**config.mk**
```make
export PLATFORM = sky130hd
export DESIGN_NAME = config_line_tokenizer
export DESIGN_NICKNAME = d
export VERILOG_FILES = /design/src/hdl/clt_pkg.sv /design/src/hdl/clt_ram.sv /design/src/hdl/clt_cmd_fifo.sv /design/src/hdl/clt_front.sv /design/src/hdl/clt_back.sv /design/src/hdl/config_line_tokenizer.sv
export VERILOG_INCLUDE_DIRS = /design/src /design/src/hdl
export SDC_FILE = /design/constraint.sdc
export NUM_CORES = 1
export LEC_CHECK = 0
export BUFFER_PORTS_ARGS = -buffer_cell sky130_fd_sc_hd__buf_4
export CAP_MARGIN = 30
export CORE_MARGIN = 1
export CORE_UTILIZATION = 45
export CTS_BUF_LIST = sky130_fd_sc_hd__clkbuf_4 sky130_fd_sc_hd__clkbuf_8
export DETAILED_ROUTE_END_ITERATION = 10
export GPL_ROUTABILITY_DRIVEN = 1
export SLEW_MARGIN = 20
export SYNTH_ARGS = -nofsm -noshare
export SYNTH_HDL_FRONTEND = slang
export SYNTH_SLANG_ARGS = --single-unit
```
**constraint.sdc**
```tcl
create_clock -name i_clk -period 4.2 [get_ports i_clk]
set_input_delay 0.63 -clock i_clk [delete_from_list [all_inputs] [get_ports i_clk]]
set_output_delay 0.63 -clock i_clk [all_outputs]
set_load 0.02 [all_outputs]
```
**src/hdl/config_line_tokenizer_macros.svh**
```systemverilog
// assertion macros shared by the tokenizer modules
// no dependencies; included by the files that carry assertions
`ifndef CONFIG_LINE_TOKENIZER_MACROS_SVH
`define CONFIG_LINE_TOKENIZER_MACROS_SVH

`ifndef ASSERT_OFF
// property must hold at every clock edge outside reset
`define CLT_ASSERT(lbl, clk, rstn, prop, msg) \
    lbl: assert property (@(posedge clk) disable iff (!rstn) (prop)) else $error(msg);
// condition must never be seen outside reset
`define CLT_ASSERT_NEVER(lbl, clk, rstn, cond, msg) \
    lbl: assert property (@(posedge clk) disable iff (!rstn) !(cond)) else $error(msg);
`else
`define CLT_ASSERT(lbl, clk, rstn, prop, msg)
`define CLT_ASSERT_NEVER(lbl, clk, rstn, cond, msg)
`endif

`endif

```
**src/hdl/clt_pkg.sv**
```systemverilog
// shared types, constants and helper functions of the config line tokenizer
// no dependencies; imported by every tokenizer module but clt_ram
package clt_pkg;

    localparam int MAX_TOKEN  = 32;
    localparam int SET_SLOTS  = 4;
    localparam int SET_W      = 32;
    localparam int LEN_W      = $clog2(MAX_TOKEN + 1);
    localparam int IDX_W      = $clog2(MAX_TOKEN);
    localparam int FIFO_DEPTH = 2;
    localparam int CFG_IDX_W  = 2;
    localparam int USER_W     = 3;

    localparam logic [SET_W-1:0] LIMITER_RESET   = 32'd61;
    localparam logic [SET_W-1:0] SEPARATOR_RESET = 32'd44;
    localparam logic [SET_W-1:0] COMMENT_RESET   = 32'd35;
    localparam logic [SET_W-1:0] QUOTE_RESET     = 32'd34;

    localparam logic [7:0] CH_SPACE   = 8'h20;
    localparam logic [7:0] CH_TAB     = 8'h09;
    localparam logic [7:0] CH_NUL     = 8'h00;
    localparam logic [7:0] CH_UPPER_A = 8'h41;
    localparam logic [7:0] CH_UPPER_Z = 8'h5A;
    localparam logic [7:0] CASE_DELTA = 8'h20;

    typedef enum logic [CFG_IDX_W-1:0] {
        CFG_LIMITER   = 2'd0,
        CFG_SEPARATOR = 2'd1,
        CFG_COMMENT   = 2'd2,
        CFG_QUOTE     = 2'd3
    } t_cfg_idx;

    // one flush request from the front to the back; len zero means bare line marker
    typedef struct packed {
        logic [LEN_W-1:0] len;
        logic             lower;
        logic             cut;
        logic             line_end;
    } t_flush_cmd;

    // output sideband, byte_valid in the lowest bit
    typedef struct packed {
        logic truncated;
        logic token_last;
        logic byte_valid;
    } t_out_user;

    function automatic logic in_set(input logic [SET_W-1:0] set, input logic [7:0] b);
        logic [8*8-1:0] s;
        logic           hit;
        s   = 64'(set);
        hit = 1'b0;
        for (int k = 0; k < SET_SLOTS; k++) begin
            if (s[8*k +: 8] == b) begin
                hit = 1'b1;
            end
        end
        return hit && (b != CH_NUL);
    endfunction

    function automatic logic [7:0] to_lower(input logic [7:0] b);
        if (b >= CH_UPPER_A && b <= CH_UPPER_Z) begin
            return b + CASE_DELTA;
        end
        return b;
    endfunction

endpackage

```
**src/hdl/clt_ram.sv**
```systemverilog
// generic single write port, single read port ram with registered read data
// no dependencies
module clt_ram #(
    parameter int WIDTH = 8,
    parameter int DEPTH = 32
) (
    input  logic                     i_clk,
    input  logic                     i_we,
    input  logic [$clog2(DEPTH)-1:0] i_waddr,
    input  logic [WIDTH-1:0]         i_wdata,
    input  logic                     i_re,
    input  logic [$clog2(DEPTH)-1:0] i_raddr,
    output logic [WIDTH-1:0]         o_rdata
);

    logic [WIDTH-1:0] r_mem [DEPTH];
    logic [WIDTH-1:0] r_rdata;

    always_ff @(posedge i_clk) begin
        if (i_we) begin
            r_mem[i_waddr] <= i_wdata;
        end
        if (i_re) begin
            r_rdata <= r_mem[i_raddr];
        end
    end

    assign o_rdata = r_rdata;

endmodule

```
**src/hdl/clt_cmd_fifo.sv**
```systemverilog
// short queue of flush requests between the classifier front and the emitter back
// depends on clt_pkg and config_line_tokenizer_macros.svh
`include "config_line_tokenizer_macros.svh"

module clt_cmd_fifo (
    input  logic                i_clk,
    input  logic                i_rst_n,
    input  logic                i_push,
    input  clt_pkg::t_flush_cmd i_cmd,
    output logic                o_full,
    input  logic                i_pop,
    output clt_pkg::t_flush_cmd o_cmd,
    output logic                o_empty
);
    import clt_pkg::*;

    localparam int PTR_W = $clog2(FIFO_DEPTH);
    localparam int CNT_W = $clog2(FIFO_DEPTH + 1);

    t_flush_cmd       r_slot [FIFO_DEPTH];
    logic [PTR_W-1:0] r_wptr, n_wptr;
    logic [PTR_W-1:0] r_rptr, n_rptr;
    logic [CNT_W-1:0] r_count, n_count;

    always_comb begin
        n_wptr  = r_wptr;
        n_rptr  = r_rptr;
        n_count = r_count;
        if (i_push) begin
            n_wptr = (r_wptr == PTR_W'(FIFO_DEPTH - 1)) ? '0 : r_wptr + 1'b1;
        end
        if (i_pop) begin
            n_rptr = (r_rptr == PTR_W'(FIFO_DEPTH - 1)) ? '0 : r_rptr + 1'b1;
        end
        if (i_push && !i_pop) begin
            n_count = r_count + 1'b1;
        end else if (i_pop && !i_push) begin
            n_count = r_count - 1'b1;
        end
    end

    always_ff @(posedge i_clk) begin
        if (!i_rst_n) begin
            r_wptr  <= '0;
            r_rptr  <= '0;
            r_count <= '0;
        end else begin
            r_wptr  <= n_wptr;
            r_rptr  <= n_rptr;
            r_count <= n_count;
        end
    end

    always_ff @(posedge i_clk) begin
        if (i_push) begin
            r_slot[r_wptr] <= i_cmd;
        end
    end

    assign o_cmd   = r_slot[r_rptr];
    assign o_empty = (r_count == '0);
    assign o_full  = (r_count == CNT_W'(FIFO_DEPTH));

    `CLT_ASSERT_NEVER(a_no_overflow, i_clk, i_rst_n, i_push && o_full && !i_pop, "flush queue overflow")
    `CLT_ASSERT_NEVER(a_no_underflow, i_clk, i_rst_n, i_pop && o_empty, "flush queue underflow")

endmodule

```
**src/hdl/clt_front.sv**
```systemverilog
// front end: config registers, byte classification, line state and token store writes
// depends on clt_pkg; issues flush requests into clt_cmd_fifo
module clt_front (
    input  logic                            i_clk,
    input  logic                            i_rst_n,
    input  logic                            i_cfg_we,
    input  logic [clt_pkg::CFG_IDX_W-1:0]   i_cfg_idx,
    input  logic [clt_pkg::SET_W-1:0]       i_cfg_data,
    input  logic                            i_s_tvalid,
    output logic                            o_s_tready,
    input  logic [7:0]                      i_s_tdata,
    input  logic                            i_s_tlast,
    input  logic                            i_busy,
    output logic                            o_push,
    output clt_pkg::t_flush_cmd             o_cmd,
    output logic                            o_ram_we,
    output logic [clt_pkg::IDX_W-1:0]       o_ram_waddr,
    output logic [7:0]                      o_ram_wdata
);
    import clt_pkg::*;

    logic [SET_W-1:0] r_limiter, r_separator, r_comment, r_quote_set;
    logic [LEN_W-1:0] r_len, n_len;
    logic             r_cut, n_cut;
    logic             r_in_quote, n_in_quote;
    logic             r_lim_seen, n_lim_seen;
    logic             r_finished, n_finished;

    logic accept;
    logic is_com, is_lim, is_sep, is_quo, is_ws;
    logic act_flush, act_lower, append;

    assign accept = i_s_tvalid && o_s_tready;
    // store is shared with the back, so hold input while any flush is pending
    assign o_s_tready = !i_busy;

    assign is_com = in_set(r_comment, i_s_tdata);
    assign is_lim = in_set(r_limiter, i_s_tdata);
    assign is_sep = in_set(r_separator, i_s_tdata);
    assign is_quo = in_set(r_quote_set, i_s_tdata);
    assign is_ws  = (i_s_tdata == CH_SPACE) || (i_s_tdata == CH_TAB);

    always_comb begin
        n_len      = r_len;
        n_cut      = r_cut;
        n_in_quote = r_in_quote;
        n_lim_seen = r_lim_seen;
        n_finished = r_finished;
        act_flush  = 1'b0;
        act_lower  = 1'b0;
        append     = 1'b0;
        if (!r_finished) begin
            if (is_com) begin
                act_flush  = 1'b1;
                n_finished = 1'b1;
            end else if (is_lim && !r_lim_seen) begin
                if (r_len != '0) begin
                    act_flush  = 1'b1;
                    act_lower  = 1'b1;
                    n_lim_seen = 1'b1;
                end else begin
                    n_finished = 1'b1;
                end
            end else if (is_sep && !r_in_quote) begin
                act_flush = 1'b1;
            end else if (is_quo) begin
                act_flush  = 1'b1;
                n_in_quote = !r_in_quote;
            end else if (is_ws && !r_in_quote) begin
                // unquoted blank, dropped
            end else if (r_len < LEN_W'(MAX_TOKEN)) begin
                append = 1'b1;
                n_len  = r_len + 1'b1;
            end else begin
                n_cut = 1'b1;
            end
        end

        // a byte flushes at most one nonempty token: the byte's own flush
        // empties the token before the line end flush
        o_cmd.len      = act_flush ? r_len : n_len;
        o_cmd.cut      = act_flush ? r_cut : n_cut;
        o_cmd.lower    = act_lower;
        o_cmd.line_end = i_s_tlast;

        if (act_flush || i_s_tlast) begin
            n_len = '0;
            n_cut = 1'b0;
        end
        if (i_s_tlast) begin
            n_in_quote = 1'b0;
            n_lim_seen = 1'b0;
            n_finished = 1'b0;
        end
    end

    assign o_push      = accept && (i_s_tlast || (act_flush && r_len != '0));
    assign o_ram_we    = accept && append;
    assign o_ram_waddr = r_len[IDX_W-1:0];
    assign o_ram_wdata = i_s_tdata;

    always_ff @(posedge i_clk) begin
        if (!i_rst_n) begin
            r_len      <= '0;
            r_cut      <= 1'b0;
            r_in_quote <= 1'b0;
            r_lim_seen <= 1'b0;
            r_finished <= 1'b0;
        end else if (accept) begin
            r_len      <= n_len;
            r_cut      <= n_cut;
            r_in_quote <= n_in_quote;
            r_lim_seen <= n_lim_seen;
            r_finished <= n_finished;
        end
    end

    always_ff @(posedge i_clk) begin
        if (!i_rst_n) begin
            r_limiter   <= LIMITER_RESET;
            r_separator <= SEPARATOR_RESET;
            r_comment   <= COMMENT_RESET;
            r_quote_set <= QUOTE_RESET;
        end else if (i_cfg_we) begin
            unique case (t_cfg_idx'(i_cfg_idx))
                CFG_LIMITER:   r_limiter   <= i_cfg_data;
                CFG_SEPARATOR: r_separator <= i_cfg_data;
                CFG_COMMENT:   r_comment   <= i_cfg_data;
                CFG_QUOTE:     r_quote_set <= i_cfg_data;
                default: begin
                end
            endcase
        end
    end

endmodule

```
**src/hdl/clt_back.sv**
```systemverilog
// back end: takes flush requests, reads the token store, drives the output register
// depends on clt_pkg and config_line_tokenizer_macros.svh
`include "config_line_tokenizer_macros.svh"

module clt_back (
    input  logic                          i_clk,
    input  logic                          i_rst_n,
    input  logic                          i_fifo_empty,
    input  clt_pkg::t_flush_cmd           i_cmd,
    output logic                          o_pop,
    output logic                          o_busy,
    output logic                          o_ram_re,
    output logic [clt_pkg::IDX_W-1:0]     o_ram_raddr,
    input  logic [7:0]                    i_ram_rdata,
    output logic                          o_m_tvalid,
    input  logic                          i_m_tready,
    output logic [7:0]                    o_m_tdata,
    output logic [clt_pkg::USER_W-1:0]    o_m_tuser,
    output logic                          o_m_tlast
);
    import clt_pkg::*;

    typedef enum logic [2:0] {
        S_IDLE = 3'b001,
        S_READ = 3'b010,
        S_LOAD = 3'b100
    } t_back_state;

    t_back_state      r_state, n_state;
    t_flush_cmd       r_cmd, n_cmd;
    logic [IDX_W-1:0] r_idx, n_idx;

    logic             r_ovalid;
    logic [7:0]       r_odata, n_odata;
    t_out_user        r_ouser, n_ouser;
    logic             r_olast, n_olast;

    logic out_free;
    logic load;
    logic is_last;

    assign out_free = !r_ovalid || i_m_tready;
    assign is_last  = (LEN_W'(r_idx) + LEN_W'(1)) == r_cmd.len;

    always_comb begin
        n_state  = r_state;
        n_cmd    = r_cmd;
        n_idx    = r_idx;
        n_odata  = r_odata;
        n_ouser  = r_ouser;
        n_olast  = r_olast;
        o_pop    = 1'b0;
        o_ram_re = 1'b0;
        load     = 1'b0;
        unique case (r_state)
            S_IDLE: begin
                if (!i_fifo_empty) begin
                    if (i_cmd.len == '0) begin
                        // bare line marker
                        if (out_free) begin
                            o_pop   = 1'b1;
                            load    = 1'b1;
                            n_odata = CH_NUL;
                            n_ouser = '0;
                            n_olast = 1'b1;
                        end
                    end else begin
                        o_pop   = 1'b1;
                        n_cmd   = i_cmd;
                        n_idx   = '0;
                        n_state = S_READ;
                    end
                end
            end
            S_READ: begin
                o_ram_re = 1'b1;
                n_state  = S_LOAD;
            end
            S_LOAD: begin
                if (out_free) begin
                    load               = 1'b1;
                    n_odata            = r_cmd.lower ? to_lower(i_ram_rdata) : i_ram_rdata;
                    n_ouser.byte_valid = 1'b1;
                    n_ouser.token_last = is_last;
                    n_ouser.truncated  = r_cmd.cut;
                    n_olast            = is_last && r_cmd.line_end;
                    if (is_last) begin
                        n_state = S_IDLE;
                    end else begin
                        n_idx   = r_idx + 1'b1;
                        n_state = S_READ;
                    end
                end
            end
            default: n_state = S_IDLE;
        endcase
    end

    always_ff @(posedge i_clk) begin
        if (!i_rst_n) begin
            r_state  <= S_IDLE;
            r_ovalid <= 1'b0;
        end else begin
            r_state <= n_state;
            if (load) begin
                r_ovalid <= 1'b1;
            end else if (i_m_tready) begin
                r_ovalid <= 1'b0;
            end
        end
    end

    always_ff @(posedge i_clk) begin
        r_cmd   <= n_cmd;
        r_idx   <= n_idx;
        r_odata <= n_odata;
        r_ouser <= n_ouser;
        r_olast <= n_olast;
    end

    assign o_busy      = (r_state != S_IDLE);
    assign o_ram_raddr = r_idx;
    assign o_m_tvalid  = r_ovalid;
    assign o_m_tdata   = r_odata;
    assign o_m_tuser   = r_ouser;
    assign o_m_tlast   = r_olast;

    `CLT_ASSERT(a_marker_ends_line, i_clk, i_rst_n, (o_m_tvalid && !o_m_tuser[0]) |-> o_m_tlast, "bare marker without line end")
    `CLT_ASSERT(a_read_then_load, i_clk, i_rst_n, (r_state == S_READ) |=> (r_state == S_LOAD), "store read not followed by load")

endmodule

```
**src/hdl/config_line_tokenizer.sv**
```systemverilog
// A byte that closes a token pushes a flush request; the back pops it and, for each token
// byte, does a registered store read (S_READ), then loads the output register (S_LOAD).
// Throughput: 1 byte per cycle while a token fills and no flush is pending; a flush
// holds the input until the back is idle, as the next token reuses the store entries.
// Reset: synchronous, active low; clears line state and restores the default sets.
// The token store is not cleared; entries are only read after they are written.
module config_line_tokenizer (
    input  logic                            i_clk,
    input  logic                            i_rst_n,
    input  logic                            i_cfg_we,
    input  logic [clt_pkg::CFG_IDX_W-1:0]   i_cfg_idx,
    input  logic [clt_pkg::SET_W-1:0]       i_cfg_data,
    input  logic                            i_s_tvalid,
    output logic                            o_s_tready,
    input  logic [7:0]                      i_s_tdata,    // line_byte
    input  logic                            i_s_tlast,    // line_end
    output logic                            o_m_tvalid,
    input  logic                            i_m_tready,
    output logic [7:0]                      o_m_tdata,    // token_byte
    output logic [clt_pkg::USER_W-1:0]      o_m_tuser,    // byte_valid, token_last, token_truncated
    output logic                            o_m_tlast     // line_last
);
    import clt_pkg::*;

    t_flush_cmd       push_cmd, pop_cmd;
    logic             push, pop, fifo_full, fifo_empty;
    logic             back_busy;
    logic             ram_we, ram_re;
    logic [IDX_W-1:0] ram_waddr, ram_raddr;
    logic [7:0]       ram_wdata, ram_rdata;

    clt_front u_front (
        .i_clk       (i_clk),
        .i_rst_n     (i_rst_n),
        .i_cfg_we    (i_cfg_we),
        .i_cfg_idx   (i_cfg_idx),
        .i_cfg_data  (i_cfg_data),
        .i_s_tvalid  (i_s_tvalid),
        .o_s_tready  (o_s_tready),
        .i_s_tdata   (i_s_tdata),
        .i_s_tlast   (i_s_tlast),
        .i_busy      (back_busy || !fifo_empty || fifo_full),
        .o_push      (push),
        .o_cmd       (push_cmd),
        .o_ram_we    (ram_we),
        .o_ram_waddr (ram_waddr),
        .o_ram_wdata (ram_wdata)
    );

    clt_cmd_fifo u_fifo (
        .i_clk   (i_clk),
        .i_rst_n (i_rst_n),
        .i_push  (push),
        .i_cmd   (push_cmd),
        .o_full  (fifo_full),
        .i_pop   (pop),
        .o_cmd   (pop_cmd),
        .o_empty (fifo_empty)
    );

    clt_ram #(
        .WIDTH (8),
        .DEPTH (MAX_TOKEN)
    ) u_store (
        .i_clk   (i_clk),
        .i_we    (ram_we),
        .i_waddr (ram_waddr),
        .i_wdata (ram_wdata),
        .i_re    (ram_re),
        .i_raddr (ram_raddr),
        .o_rdata (ram_rdata)
    );

    clt_back u_back (
        .i_clk        (i_clk),
        .i_rst_n      (i_rst_n),
        .i_fifo_empty (fifo_empty),
        .i_cmd        (pop_cmd),
        .o_pop        (pop),
        .o_busy       (back_busy),
        .o_ram_re     (ram_re),
        .o_ram_raddr  (ram_raddr),
        .i_ram_rdata  (ram_rdata),
        .o_m_tvalid   (o_m_tvalid),
        .i_m_tready   (i_m_tready),
        .o_m_tdata    (o_m_tdata),
        .o_m_tuser    (o_m_tuser),
        .o_m_tlast    (o_m_tlast)
    );

endmodule

```
; Word-level counts from Yosys, hierarchy flattened
; Memory sizes are Yosys's and may differ from the RTL's. A register that Yosys moved wholly into a read port is not among the register bits.
; Index checks and enable logic that the tools add are counted.
[classes]
magnitude_cmp = 3
n_mux = 117
addsub = 8
n_eq_ne = 37
n_bitwise = 2
n_reduce_logical = 49
[op_table]
columns = cell, n
row1 = equality test 8 bit, 16
row2 = 2-to-1 mux 1 bit, 81
row3 = 2-to-1 mux 8 bit, 7
row4 = 2-to-1 mux 6 bit, 9
row5 = 2-to-1 mux 3 bit, 7
row6 = 2-to-1 mux 5 bit, 4
row7 = case mux 8 bit (2 select lines), 1
row8 = logical AND 1 bit, 15
row9 = AND reduction 5 bit, 3
row10 = "!= test 2 bit, second input constant", 7
row11 = nonzero test 2 bit, 6
row12 = case mux 5 bit (2 select lines), 1
row13 = case mux 3 bit (3 select lines), 1
row14 = "adder 8 x 6 -> 8 bit, second input constant", 1
row15 = "equality test 8 x 4 -> 1 bit, second input constant", 1
row16 = "equality test 8 x 6 -> 1 bit, second input constant", 1
row17 = ">= comparator 8 x 7 -> 1 bit, second input constant", 1
row18 = "less-or-equal comparator 8 x 7 -> 1 bit, second input constant", 1
row19 = AND reduction 2 bit, 4
row20 = nonzero test 8 bit, 1
row21 = zero test 1 bit, 7
row22 = "adder 5 x 1 -> 6 bit, second input constant", 1
row23 = "adder 6 x 1 -> 6 bit, second input constant", 1
row24 = "equality test 2 bit, second input constant", 3
row25 = other kinds (22), 36
[word_totals]
elab_cells = 242
ramBits = 274
n_memories = 2
register_bits = 172
[memory_table]
columns = memory, words, width, read_ports, rd_ports_with_merged_regs, wr, line_no
row1 = u_store.r_mem, 32, 8, 1, 1, 1, clt_ram.sv:16  ; logic [WIDTH-1:0] r_mem [DEPTH];
row2 = u_fifo.r_slot, 2, 9, 1, 1, 1, clt_cmd_fifo.sv:20  ; t_flush_cmd r_slot [FIFO_DEPTH];

; Depth between registers and ports, before layout
; Gate-level depths: netlist (run 1).
[logic_depth]
depth_word = 18
mapped_depth = 14

; Hierarchy
; From an unflattened synthesis (run 1), not the netlist that was laid out.
[hier_totals]
cells_unflattened = 1468
hier_area_um2 = 19685.1
[by_module_without_submodules]
columns = mod, instances, seq_area_each_um2, area_each_um2, cells_per_inst
row1 = clt_ram, 1, 7927.6, 10133.5, 417
row2 = clt_front, 1, 2762.6, 7188.1, 881
row3 = clt_back, 1, 860.8, 1488.9, 119
row4 = clt_cmd_fifo, 1, 640.6, 865.8, 50
row5 = config_line_tokenizer, 1, 0.0, 8.8, 1

; Worst setup path before layout (run 1)
; No wires, ideal clock.
[synth_path]
kind = reg-to-reg
start = register (tool-made name)
end = register u_back.r_odata[0] (netlist: u_back.o_m_tdata[0]), enable pin
path_stages_with_launch = 7
required_ns = 3.751
path_buffers = 1
path_slack_ns = -0.108
arrival_time_ns = 3.859
path_cell_list = dfxtp_1 > clkbuf_1 > mux2_2 > nor4_1 > nand2_1 > or2_2 > a2111oi_0
[synth_rtl]
columns = item, line_no
row1 = end signal: assignment, clt_back.sv:116  ; r_odata <= n_odata;
row2 = end: declaration, clt_back.sv:34  ; logic [7:0] r_odata, n_odata;

; Final worst setup path (run 1)
[layout_path]
start = input i_s_tdata[7]
end = memory u_store.r_mem[12][2], enable pin
[layout_via]
elab_chain_cells = 14
elab_cells_between_ends = 52
[layout_lines]
columns = item, line_no
row1 = start: declaration, config_line_tokenizer.sv:15  ; input logic [7:0] i_s_tdata,
row2 = equality test 8 bit, clt_pkg.sv:54  ; if (s[8*k +: 8] == b) begin
row3 = 2-to-1 mux 1 bit (4 in a row), clt_pkg.sv:54
row4 = logical AND 1 bit, clt_pkg.sv:58  ; return hit && (b != CH_NUL);
row5 = 2-to-1 mux 1 bit or logical AND 1 bit (tied branches), "clt_front.sv:66, clt_front.sv:64"
row6 = 2-to-1 mux 1 bit, clt_front.sv:64  ; end else if (is_sep && !r_in_quote) begin
row7 = 2-to-1 mux 1 bit, clt_front.sv:56  ; end else if (is_lim && !r_lim_seen) begin
row8 = 2-to-1 mux 1 bit *, clt_front.sv:53  ; if (is_com) begin
row9 = 2-to-1 mux 1 bit *, clt_front.sv:52  ; if (!r_finished) begin
row10 = logical AND 1 bit *, clt_front.sv:98  ; assign o_ram_we = accept && append;
row11 = 2-to-1 mux 1 bit *, clt_ram.sv:20  ; if (i_we) begin
row12 = 2-to-1 mux 1 bit (not written as such) *, clt_ram.sv:21  ; r_mem[i_waddr] <= i_wdata;
row13 = end: declaration, clt_ram.sv:16
; Mark *: on every way between the ends. The rest lies on a longest branch, timed or not.

==> impl_results.html, run 1 <==
<table>
<tr><th>Metric</th><th>Value</th></tr>
<tr><th colspan="2">Placed design</th></tr>
<tr><td>Dpl cell area</td><td>between 20000 and 25000 sq um</td></tr>
<tr><td>Count of port buffers added during placement</td><td>61</td></tr>
<tr><td>Detail Placement HPWL</td><td>29.5 mm</td></tr>
<tr><td>Gpl congestion</td><td>0.826</td></tr>
<tr><th colspan="2">Clock network</th></tr>
<tr><td>Inserted Clock Buffers</td><td>77</td></tr>
<tr><td>CTS-repair resized insts</td><td>0</td></tr>
<tr><td>Clock Path Buffers</td><td>3</td></tr>
<tr><td>Clk sinks</td><td>between 400 and 500</td></tr>
<tr><td>Clk slew on worst S/H paths</td><td>0.06 ns</td></tr>
<tr><td>Count of hold-fix buffers inserted at cts</td><td>0</td></tr>
<tr><td>Clock latency on the worst-skew pair</td><td>0.64 ns</td></tr>
<tr><td>CTS tree</td><td>done</td></tr>
<tr><td>Library cell used as clock root buffer</td><td>sky130_fd_sc_hd__clkbuf_8</td></tr>
<tr><td>H-tree lvl count</td><td>3</td></tr>
<tr><td>Setup fix buffers added after clock tree synthesis</td><td>0</td></tr>
<tr><th colspan="2">Route</th></tr>
<tr><td>Highest layer used for signal routing</td><td>met4</td></tr>
<tr><td>Count of nets left with antenna violations after detail routing</td><td>0</td></tr>
<tr><td>Total wirelength of the detailed-routed design</td><td>46.3 mm</td></tr>
<tr><td>Per-cell via count in the routed design</td><td>5.57</td></tr>
<tr><td>Iter 0 DRT Violations</td><td>just over 900</td></tr>
<tr><td>Wire length the detailed router placed on met1</td><td>20.4 mm</td></tr>
<tr><td>Overall via count from detail_route</td><td>approximately 12k</td></tr>
<tr><td>First-pass DRT Iterations</td><td>5</td></tr>
<tr><td>Met3 layer wire length in the routed design</td><td>roughly 2.5 mm</td></tr>
<tr><td>Count of unresolved DRC violations after routing</td><td>0</td></tr>
<tr><td>DR WL/cell</td><td>21.8 microns</td></tr>
<tr><td>Met2 routed wirelength</td><td>between 20 and 25 mm</td></tr>
<tr><th colspan="2">Global route</th></tr>
<tr><td>GRT Util Overall</td><td>21.6%</td></tr>
<tr><td>Antenna violations before repair</td><td>0</td></tr>
<tr><td>Maximum number of pins on one net before global-route repair</td><td>68</td></tr>
<tr><td>Vias in the first global route</td><td>12.0k</td></tr>
<tr><td>Global-route wire length before repair</td><td>71.3 mm</td></tr>
<tr><td>Global route overflow</td><td>0</td></tr>
<tr><th colspan="2">Logic synthesis</th></tr>
<tr><td>Simple logic cell fraction of the synthesized area</td><td>11.6%</td></tr>
<tr><td>Mux cell area share after synthesis</td><td>a little over a tenth</td></tr>
<tr><td>Most used flip-flop cell after synthesis</td><td>sky130_fd_sc_hd__edfxtp_1</td></tr>
<tr><td>Netlist Area Pre-Place</td><td>19200 sq um</td></tr>
<tr><td>Number of warnings reported in the yosys synthesis log</td><td>0</td></tr>
<tr><td>Post-Synthesis Mean Instance Area</td><td>around 13 sq um</td></tr>
<tr><td>Combinational family with the most area after synthesis</td><td>simple AND/OR/NAND/NOR gates</td></tr>
<tr><td>Instance count of the mapped netlist</td><td>1454</td></tr>
<tr><td>Parity-gate share of the synthesized area counting xor and xnor cells</td><td>6.43%</td></tr>
<tr><td>Mapped Nets</td><td>1509</td></tr>
<tr><td>Total of flip-flops plus latches after synthesis</td><td>455</td></tr>
<tr><td>Synth Area in Compound Gates</td><td>5.05%</td></tr>
<tr><td>Share of synthesized flip-flops with an asynchronous set or reset</td><td>0%</td></tr>
<tr><td>Number of enable flip-flop cells after synthesis</td><td>308</td></tr>
<tr><td>Area share of fa/ha/maj cells after synthesis</td><td>0.456%</td></tr>
<tr><td>Count of unique library cells instantiated by Yosys</td><td>61</td></tr>
<tr><td>Seq/Total Area, Yosys</td><td>between 60% and 70%</td></tr>
<tr><th colspan="2">Floorplanning</th></tr>
<tr><td>Area of the die</td><td>43500 sq um</td></tr>
<tr><td>Die Y-Extent</td><td>approximately 210 microns</td></tr>
<tr><td>Site row count</td><td>75</td></tr>
<tr><td>I/O pin count</td><td>a little over 60</td></tr>
<tr><td>Core ar.</td><td>42000 sq um</td></tr>
<tr><td>Die extent in x</td><td>209 microns</td></tr>
<tr><td>Starting density of the core</td><td>between 40 and 50%</td></tr>
<tr><th colspan="2">Finish</th></tr>
<tr><td>Summed area of non-filler cells in the final layout</td><td>21700 sq um</td></tr>
<tr><td>FILL cells</td><td>3636</td></tr>
<tr><td>Most frequent cells in the layout</td><td>308 x sky130_fd_sc_hd__edfxtp_1, 290 x sky130_fd_sc_hd__nand2_1, 147 x sky130_fd_sc_hd__dfxtp_1, 136 x sky130_fd_sc_hd__xor2_1, 130 x sky130_fd_sc_hd__a21oi_1</td></tr>
<tr><td>Post-route core utilization</td><td>51.7%</td></tr>
<tr><td>Number of nets in the layout</td><td>roughly 1.6k</td></tr>
<tr><td>Area growth, synth to finish</td><td>13.2%</td></tr>
<tr><td>Most common cell after layout, fill and taps aside</td><td>sky130_fd_sc_hd__edfxtp_1</td></tr>
<tr><td>Number of diodes</td><td>0</td></tr>
<tr><td>Share of post-route cells with drive strength above 1</td><td>20.3%</td></tr>
<tr><th colspan="2">Power and ir drop</th></tr>
<tr><td>Post-layout total power</td><td>roughly 12 mW</td></tr>
<tr><td>Clock group share of total power</td><td>33.8%</td></tr>
<tr><td>Peak supply drop</td><td>around 370 uV</td></tr>
<tr><td>Sw power</td><td>3.31 mW</td></tr>
<tr><td>Internal power summed over all cells</td><td>approximately 8.5 mW</td></tr>
<tr><td>Pwr per Cell Area</td><td>543 nW/um^2</td></tr>
<tr><td>Net switching fraction of the power</td><td>roughly 28%</td></tr>
<tr><td>Leak pwr</td><td>7.60 nW</td></tr>
<tr><td>Register share of total power</td><td>44.4%</td></tr>
<tr><td>Combinational share of power</td><td>between 20% and 30%</td></tr>
<tr><th colspan="2">Critical path</th></tr>
<tr><td>Worst Path Arrival</td><td>3.45 ns</td></tr>
<tr><td>Type of element capturing the critical path</td><td>flop</td></tr>
<tr><td>Buf/Inv on CP</td><td>3</td></tr>
<tr><td>Cells along the critical path</td><td>buf_4 -&gt; xor2_1 -&gt; nor4_1 -&gt; nand2_1 -&gt; nand4_1 -&gt; a222oi_1 -&gt; buf_4 -&gt; and2_1 -&gt; buf_4 -&gt; and4_1</td></tr>
<tr><td>Crit start category</td><td>input pin</td></tr>
<tr><td>Cell with the biggest individual delay on the critical path</td><td>sky130_fd_sc_hd__and4_1</td></tr>
<tr><td>Crit Path Category</td><td>input pin to flop</td></tr>
<tr><td>Most used cell, CP</td><td>sky130_fd_sc_hd__buf_4</td></tr>
<tr><td>Peak fanout along the critical path</td><td>49</td></tr>
<tr><td>R2r setup slk</td><td>1.16 ns</td></tr>
<tr><td>Critical path required time</td><td>4.46 ns</td></tr>
<tr><td>Largest delay contributor family on the critical path</td><td>simple AND/OR/NAND/NOR gates</td></tr>
<tr><td>Largest stage delay on the critical path</td><td>0.58 ns</td></tr>
<tr><th colspan="2">STA</th></tr>
<tr><td>Tcrit/Tclk final</td><td>76.1%</td></tr>
<tr><td>Fin Setup TNS</td><td>0 ns</td></tr>
<tr><td>Number of hold-slack violations in the final timing report</td><td>0</td></tr>
<tr><td>Count of final setup violators</td><td>0</td></tr>
<tr><td>Clock period minus final worst setup slack</td><td>3.20 ns</td></tr>
<tr><td>Number of pins exceeding their max-slew limit in the final report</td><td>0</td></tr>
<tr><td>RSZ-0062 raised after global routing</td><td>no</td></tr>
<tr><td>Max_slew headroom</td><td>38.8%</td></tr>
<tr><td>Worst slew pin tran</td><td>0.916 ns</td></tr>
<tr><td>Post-Route Skew</td><td>approximately 0.034 ns</td></tr>
<tr><td>Highest Clock Rate</td><td>about 0.31 GHz</td></tr>
<tr><th colspan="2">Hold path</th></tr>
<tr><td>Min-Delay Path Class</td><td>input pin to flop</td></tr>
<tr><th colspan="2">Outcome</th></tr>
<tr><td>Status</td><td>finished clean</td></tr>
<tr><th colspan="2">Flow run</th></tr>
<tr><td>Number of maximum-capacitance constraint violations</td><td>0</td></tr>
</table>
## logic make-up after synthesis
group / after synthesis
AOI/OAI and AO/OA: 169
xor gates and xnor gates: 141
adders and majority gates: 7
buffers and inverters: 109
DFF: 455
muxes: 100
and+or+nand+nor: 473
## flip-flops by register name, summed over array words and instances (netlist names), named ones only
signal               cells
u_front.r_in_quote       1
u_front.r_len            6
u_back.r_state           3
u_front.r_limiter       32
u_fifo.r_slot           18
u_fifo.r_count           2
u_fifo.r_rptr            1
u_front.r_quote_set     32
u_store.r_mem          256
u_front.r_lim_seen       1
u_front.r_finished       1
u_fifo.r_wptr            1
u_back.o_m_tlast         1
u_back.o_m_tvalid        1
u_back.r_cmd             9
u_back.o_m_tuser         3
u_back.o_ram_raddr       5
u_store.o_rdata          8
u_front.r_comment       32
u_back.o_m_tdata         8
u_front.r_cut            1
u_front.r_separator     32
## per-layer routing
layer  GRT usage, %  vias to the layer above
met4           7.18                        0
met5              0                        -
met2           35.1                      356
met3           3.91                       73
li1               -                     5480
met1           29.4                     5917
## metrics by stage
step                worst slack, ns  instances  hold WS [ns]
finish                         1.00       2124         0.248
CTS                            1.08       2123         0.206
detailed placement            0.418       1982         0.458
global placement              0.501       1981         0.452
floorplan                     0.452       1454         0.437
global route                  0.899       2124         0.238
## tightest hold or removal path: cells and delay by family
| kind | cells | cell delay (ns) |
|---|---|---|
| buf+inv | 1 | 0.10 |
| simple gates | 2 | 0.11 |
## synthesized netlist by cell type (all sizes together), types with 3 or more instances
cell type  instances  area, sq um
nor4              37          231
nand2b             3         18.8
buf               29          175
and4              32          280
nor2b              3         18.8
o21ai              7         38.8
edfxtp           308         9250
mux2              18          203
and3               4         25.0
xor2             136         1190
xnor2              5         43.8
dfxtp            147         2940
ha                 7         87.6
nand4              6         37.5
mux4              80         1800
a31oi              4         25.0
and2              11         68.8
nor2              32          120
nand3b             3         22.5
nand3             24          120
clkbuf            69          262
nand2            290         1090
a211oi             5         37.5
a21oi            130          651
nor3b              6         45.0
nor3               8         45.0
or2                4         25.0
a21o               4         30.0
inv               10         37.5
## power groups by stage
stage | combinational (mW) | sequential, mW | clock, mW
6_report | 2.58 | 5.24 | 3.99
3_5_place_dp | 2.59 | 5.33 | 0
3_3_place_gp | 2.55 | 5.34 | 0
4_1_cts | 2.61 | 5.24 | 4.07
5_1_grt | 2.77 | 5.27 | 4.28
2_1_floorplan | 1.86 | 5.21 | 0
## cell type report
cell class / count / area, sq um / share of cell area (%)
clock buffer: 110 / 1370 / 6.30
clock inverter: 31 / 191 / 0.880
inverter: 11 / 43.8 / 0.201
multi-input combinational: 890 / 6570 / 30.2
sequential: 455 / 12200 / 56.1
tap: 539 / 674 / 3.10
timing repair buffer: 88 / 709 / 3.26
## final timing paths
check | start | endpoint | cells after the start
worst max-delay path | i_s_tdata[7] | u_store.r_mem[12][2] | 10
worst min-delay path | i_cfg_data[4] | u_front.r_limiter[4] | 3
worst max register to register | u_front.r_len[4] | u_fifo.r_count[1] | 9
worst min register to register | u_front.r_separator[25] | u_front.r_separator[25] | 2
Note: power is estimated with default switching activity, not from simulation.
==> run 2, diff against run 1 <==
==> constraint.sdc (replaced) <==
create_clock -name i_clk -period 2.6 [get_ports i_clk]
set_input_delay 0.39 -clock i_clk [delete_from_list [all_inputs] [get_ports i_clk]]
set_output_delay 0.39 -clock i_clk [all_outputs]
set_load 0.02 [all_outputs]
==> run 2 against run 1 <==
Effect of this change:
- critical endpoint is now u_fifo.r_count[1]
- global-route usage is 1.9 points higher
- via count is 4.9% higher
- cell area is 7.3% higher
- sequential share of layout area is 3.6 points lower
- wire length is 8.9% higher
- die area stayed put
- largest power group unchanged
- the run now ends with setup timing left
- core utilization is 3.8 points higher
==> impl_results.html, run 2 (synthesis gave the netlist of run 1 again) <==
<table>
<tr><th>Metric</th><th>Value</th></tr>
<tr><th colspan="2">Outcome</th></tr>
<tr><td>Status</td><td>complete, but fails checks</td></tr>
<tr><td>Violations in the final reports</td><td>setup timing</td></tr>
<tr><th colspan="2">Placed design</th></tr>
<tr><td>Gpl congestion</td><td>0.854 (+3.5%)</td></tr>
<tr><td>Number of cells after detailed placement</td><td>2067 (+4.3%)</td></tr>
<tr><td>Count of port buffers added during placement</td><td>61 (unchanged)</td></tr>
<tr><td>Detail Placement HPWL</td><td>32.2 mm (+9.0%)</td></tr>
<tr><th colspan="2">Critical path</th></tr>
<tr><td>Worst Path Arrival</td><td>3.31 ns (-0.14 ns)</td></tr>
<tr><td>Cells along the critical path</td><td>xor2_1 -&gt; nor4_2 -&gt; buf_4 -&gt; nand2_2 -&gt; nand4_1 -&gt; a222oi_1 -&gt; buf_4 -&gt; buf_6 -&gt; o21ai_4 -&gt; nand3_2 -&gt; a21oi_2 -&gt; ha_4 -&gt; or3_4 -&gt; a21oi_2</td></tr>
<tr><td>WP depth</td><td>14 (+4)</td></tr>
<tr><td>Peak fanout along the critical path</td><td>2 (-96%)</td></tr>
<tr><td>Logic depth of the worst register-to-register path</td><td>14 (+5)</td></tr>
<tr><td>Largest stage delay on the critical path</td><td>0.36 ns (-0.22 ns)</td></tr>
<tr><td>Reg-to-reg critical path startpoint</td><td>u_front.r_quote_set[17]</td></tr>
<tr><td>Largest delay contributor family on the critical path</td><td>simple AND/OR/NAND/NOR gates</td></tr>
<tr><td>Buf/Inv on CP</td><td>3 (unchanged)</td></tr>
<tr><td>Terminus of the critical flop-to-flop path</td><td>u_fifo.r_count[1]</td></tr>
<tr><td>Cell with the biggest individual delay on the critical path</td><td>sky130_fd_sc_hd__or3_4</td></tr>
<tr><td>CP Launch Point</td><td>u_front.r_quote_set[17]</td></tr>
<tr><td>Type of element capturing the critical path</td><td>flop</td></tr>
<tr><td>CP endpoint</td><td>u_fifo.r_count[1]</td></tr>
<tr><td>Crit start category</td><td>flop</td></tr>
<tr><td>Crit Path Category</td><td>flop to flop</td></tr>
<tr><td>Critical path required time</td><td>3.14 ns (-1.32 ns)</td></tr>
<tr><td>R2r setup slk</td><td>-0.18 ns (-1.34 ns)</td></tr>
<tr><th colspan="2">Route</th></tr>
<tr><td>Iter 0 DRT Violations</td><td>936 (+3.1%)</td></tr>
<tr><td>Overall via count from detail_route</td><td>12.4k (+4.9%)</td></tr>
<tr><td>Count of unresolved DRC violations after routing</td><td>0 (unchanged)</td></tr>
<tr><td>Count of nets left with antenna violations after detail routing</td><td>0 (unchanged)</td></tr>
<tr><td>Total wirelength of the detailed-routed design</td><td>50.5 mm (+8.9%)</td></tr>
<tr><td>First-pass DRT Iterations</td><td>6 (+1)</td></tr>
<tr><td>Per-cell via count in the routed design</td><td>5.57 (about the same)</td></tr>
<tr><td>DR WL/cell</td><td>22.6 microns (+3.8%)</td></tr>
<tr><th colspan="2">Finish</th></tr>
<tr><td>Number of nets in the layout</td><td>1688 (+7.0%)</td></tr>
<tr><td>Area growth, synth to finish</td><td>21.5%</td></tr>
<tr><td>Register ranked first by flip-flop count</td><td>u_store.r_mem</td></tr>
<tr><td>Layout Cells excl Fill</td><td>2228 (+4.9%)</td></tr>
<tr><td>Post-route core utilization</td><td>55.5% (+3.8 points)</td></tr>
<tr><td>Share of post-route cells with drive strength above 1</td><td>32.6% (+12 points)</td></tr>
<tr><td>Number of diodes</td><td>0 (unchanged)</td></tr>
<tr><td>Most frequent cells in the layout</td><td>308 x sky130_fd_sc_hd__edfxtp_1, 282 x sky130_fd_sc_hd__nand2_1, 161 x sky130_fd_sc_hd__buf_4, 128 x sky130_fd_sc_hd__a21oi_1, 125 x sky130_fd_sc_hd__xor2_1</td></tr>
<tr><td>Max reg flops</td><td>256 (unchanged)</td></tr>
<tr><td>Most common cell after layout, fill and taps aside</td><td>sky130_fd_sc_hd__edfxtp_1</td></tr>
<tr><td>FILL cells</td><td>3439 (-5.4%)</td></tr>
<tr><th colspan="2">Clock network</th></tr>
<tr><td>Library cell used as clock root buffer</td><td>sky130_fd_sc_hd__clkbuf_8</td></tr>
<tr><td>H-tree lvl count</td><td>3 (unchanged)</td></tr>
<tr><td>Inserted Clock Buffers</td><td>74 (-3.9%)</td></tr>
<tr><td>Clk sinks</td><td>455 (unchanged)</td></tr>
<tr><td>Clock Path Buffers</td><td>3 (unchanged)</td></tr>
<tr><td>Clk slew on worst S/H paths</td><td>0.06 ns (about the same)</td></tr>
<tr><td>CTS tree</td><td>done</td></tr>
<tr><td>Clock latency on the worst-skew pair</td><td>0.64 ns (about the same)</td></tr>
<tr><th colspan="2">Power and ir drop</th></tr>
<tr><td>Pwr per Cell Area</td><td>863 nW/um^2 (+59%)</td></tr>
<tr><td>Combinational share of power</td><td>25.2% (+3.3 points)</td></tr>
<tr><td>Leak pwr</td><td>8.33 nW (+9.7%)</td></tr>
<tr><td>Internal power summed over all cells</td><td>14.5 mW (+70%)</td></tr>
<tr><td>Post-layout total power</td><td>20.2 mW (+71%)</td></tr>
<tr><td>Peak supply drop</td><td>504 uV (+37%)</td></tr>
<tr><td>Sw power</td><td>5.71 mW (+72%)</td></tr>
<tr><td>Net switching fraction of the power</td><td>28.3% (+0.27 points)</td></tr>
<tr><td>Clock group share of total power</td><td>33.2% (-0.6 points)</td></tr>
<tr><td>Register share of total power</td><td>41.6% (-2.8 points)</td></tr>
<tr><th colspan="2">Global route</th></tr>
<tr><td>Maximum number of pins on one net before global-route repair</td><td>117 (+72%)</td></tr>
<tr><td>Antenna violations before repair</td><td>0 (unchanged)</td></tr>
<tr><td>GRT Util Overall</td><td>23.5% (+1.9 points)</td></tr>
<tr><td>Global-route wire length before repair</td><td>76.4 mm (+7.1%)</td></tr>
<tr><td>Global route overflow</td><td>0 (unchanged)</td></tr>
<tr><td>Vias in the first global route</td><td>12.5k (+4.3%)</td></tr>
<tr><th colspan="2">STA</th></tr>
<tr><td>Tcrit/Tclk final</td><td>107%</td></tr>
<tr><td>Fin Setup TNS</td><td>-18.65 ns (-18.65 ns)</td></tr>
<tr><td>Post-route worst setup slack</td><td>-0.176 ns (-1.18 ns)</td></tr>
<tr><td>Minimum hold slack</td><td>0.0396 ns (-0.209 ns)</td></tr>
<tr><td>Clock period minus final worst setup slack</td><td>2.78 ns</td></tr>
<tr><td>Number of hold-slack violations in the final timing report</td><td>0 (unchanged)</td></tr>
<tr><td>Max_slew headroom</td><td>38.9% (+0.072 points)</td></tr>
<tr><td>Post-Route Skew</td><td>0.0398 ns (+0.00537 ns)</td></tr>
<tr><td>Worst slew pin tran</td><td>0.917 ns (+0.00110 ns)</td></tr>
<tr><td>Highest Clock Rate</td><td>0.360 GHz</td></tr>
<tr><td>Number of pins exceeding their max-slew limit in the final report</td><td>0 (unchanged)</td></tr>
<tr><td>Count of final setup violators</td><td>215 (+215)</td></tr>
<tr><td>RSZ-0062 raised after global routing</td><td>yes</td></tr>
<tr><th colspan="2">Floorplanning</th></tr>
<tr><td>I/O pin count</td><td>62 (unchanged)</td></tr>
<tr><td>Starting density of the core</td><td>45.7% (unchanged)</td></tr>
<tr><td>Die extent in x</td><td>209 microns (unchanged)</td></tr>
<tr><td>Die Y-Extent</td><td>209 microns (unchanged)</td></tr>
<tr><td>Area of the die</td><td>43500 sq um (unchanged)</td></tr>
<tr><td>Core ar.</td><td>42000 sq um (unchanged)</td></tr>
<tr><td>Site row count</td><td>75 (unchanged)</td></tr>
<tr><th colspan="2">Flow run</th></tr>
<tr><td>Number of maximum-capacitance constraint violations</td><td>0 (unchanged)</td></tr>
<tr><th colspan="2">Hold path</th></tr>
<tr><td>Min-Delay Path Class</td><td>input pin to flop</td></tr>
</table>
[run 2: cell types whose count changed in the layout (fill, tap and decap cells not counted), sizes merged]
cell / before / now
clkbuf: 110 / 103
inv: 11 / 13
buf: 88 / 191
dlygate4sd3: 0 / 10
clkinv: 26 / 18
bufinv: 2 / 6
[run 2: worst min path at each step]
stage	start	end	slack, ns	cells after the start
3_5_place_dp	u_front.r_comment[14]	u_front.r_comment[14]	0.46	2
5_1_grt	i_cfg_data[10]	u_front.r_comment[10]	0.01	3
6_report	i_cfg_data[19]	u_front.r_limiter[19]	0.04	3
2_1_floorplan	u_front.r_lim_seen	u_front.r_lim_seen	0.44	2
4_1_cts	i_cfg_data[3]	u_front.r_limiter[3]	0.00009	3
3_3_place_gp	u_front.r_limiter[27]	u_front.r_limiter[27]	0.45	2
[run 2: layer usage]
metal	GRT usage, %	share of wire (%)	vias to the layer above
met5	0	0	-
met4	8.29	2.4	0
met3	4.94	5.9	88
met2	38.4	49	409
met1	31.2	42	6224
li1	-	-	5682
[run 2: worst register-to-register path, cell delays in order (launching register included)]
cell,delay (ns)
sky130_fd_sc_hd__dfxtp_2,0.33
sky130_fd_sc_hd__xor2_1,0.16
sky130_fd_sc_hd__nor4_2,0.34
sky130_fd_sc_hd__buf_4,0.17
sky130_fd_sc_hd__nand2_2,0.05
sky130_fd_sc_hd__nand4_1,0.14
sky130_fd_sc_hd__a222oi_1,0.11
sky130_fd_sc_hd__buf_4,0.17
sky130_fd_sc_hd__buf_6,0.11
sky130_fd_sc_hd__o21ai_4,0.12
sky130_fd_sc_hd__nand3_2,0.11
sky130_fd_sc_hd__a21oi_2,0.19
sky130_fd_sc_hd__ha_4,0.22
sky130_fd_sc_hd__or3_4,0.36
sky130_fd_sc_hd__a21oi_2,0.13
[run 2: final cells by class]
type | instances | area [sq um] | share of cell area, %
clock buffer | 103 | 1290 | 5.51
clock inverter | 29 | 304 | 1.30
inverter | 11 | 43.8 | 0.188
multi-input combinational | 890 | 6970 | 29.9
sequential | 455 | 12200 | 52.5
tap | 539 | 674 | 2.89
timing repair buffer | 201 | 1820 | 7.80
[run 2: repair_timing]
action	CTS	global route
pin swaps	27	19
gates cloned	4	1
endpoints found under the hold margin	21	0
resized for setup	65	40
endpoints found under the setup margin	279	309
buffers inserted	20	5
hold buffers	10	0
[run 2: per-stage QoR]
| step | cell area [sq um] | setup slack, ns |
|---|---|---|
| floorplan | 19400 | -0.536 |
| global placement | 21100 | -0.656 |
| detailed placement | 21100 | -0.669 |
| CTS | 23200 | -0.109 |
| global route | 23300 | -0.319 |
| finish | 23300 | -0.176 |
[run 2: power groups by stage]
| stage | combinational, mW | clock (mW) | sequential (mW) |
|---|---|---|---|
| finish | 5.08 | 6.69 | 8.38 |
| global route | 5.40 | 7.14 | 8.42 |
| CTS | 5.06 | 6.83 | 8.38 |
| detailed placement | 4.90 | 0 | 8.53 |
| global placement | 4.88 | 0 | 8.52 |
| floorplan | 3.11 | 0 | 8.42 |
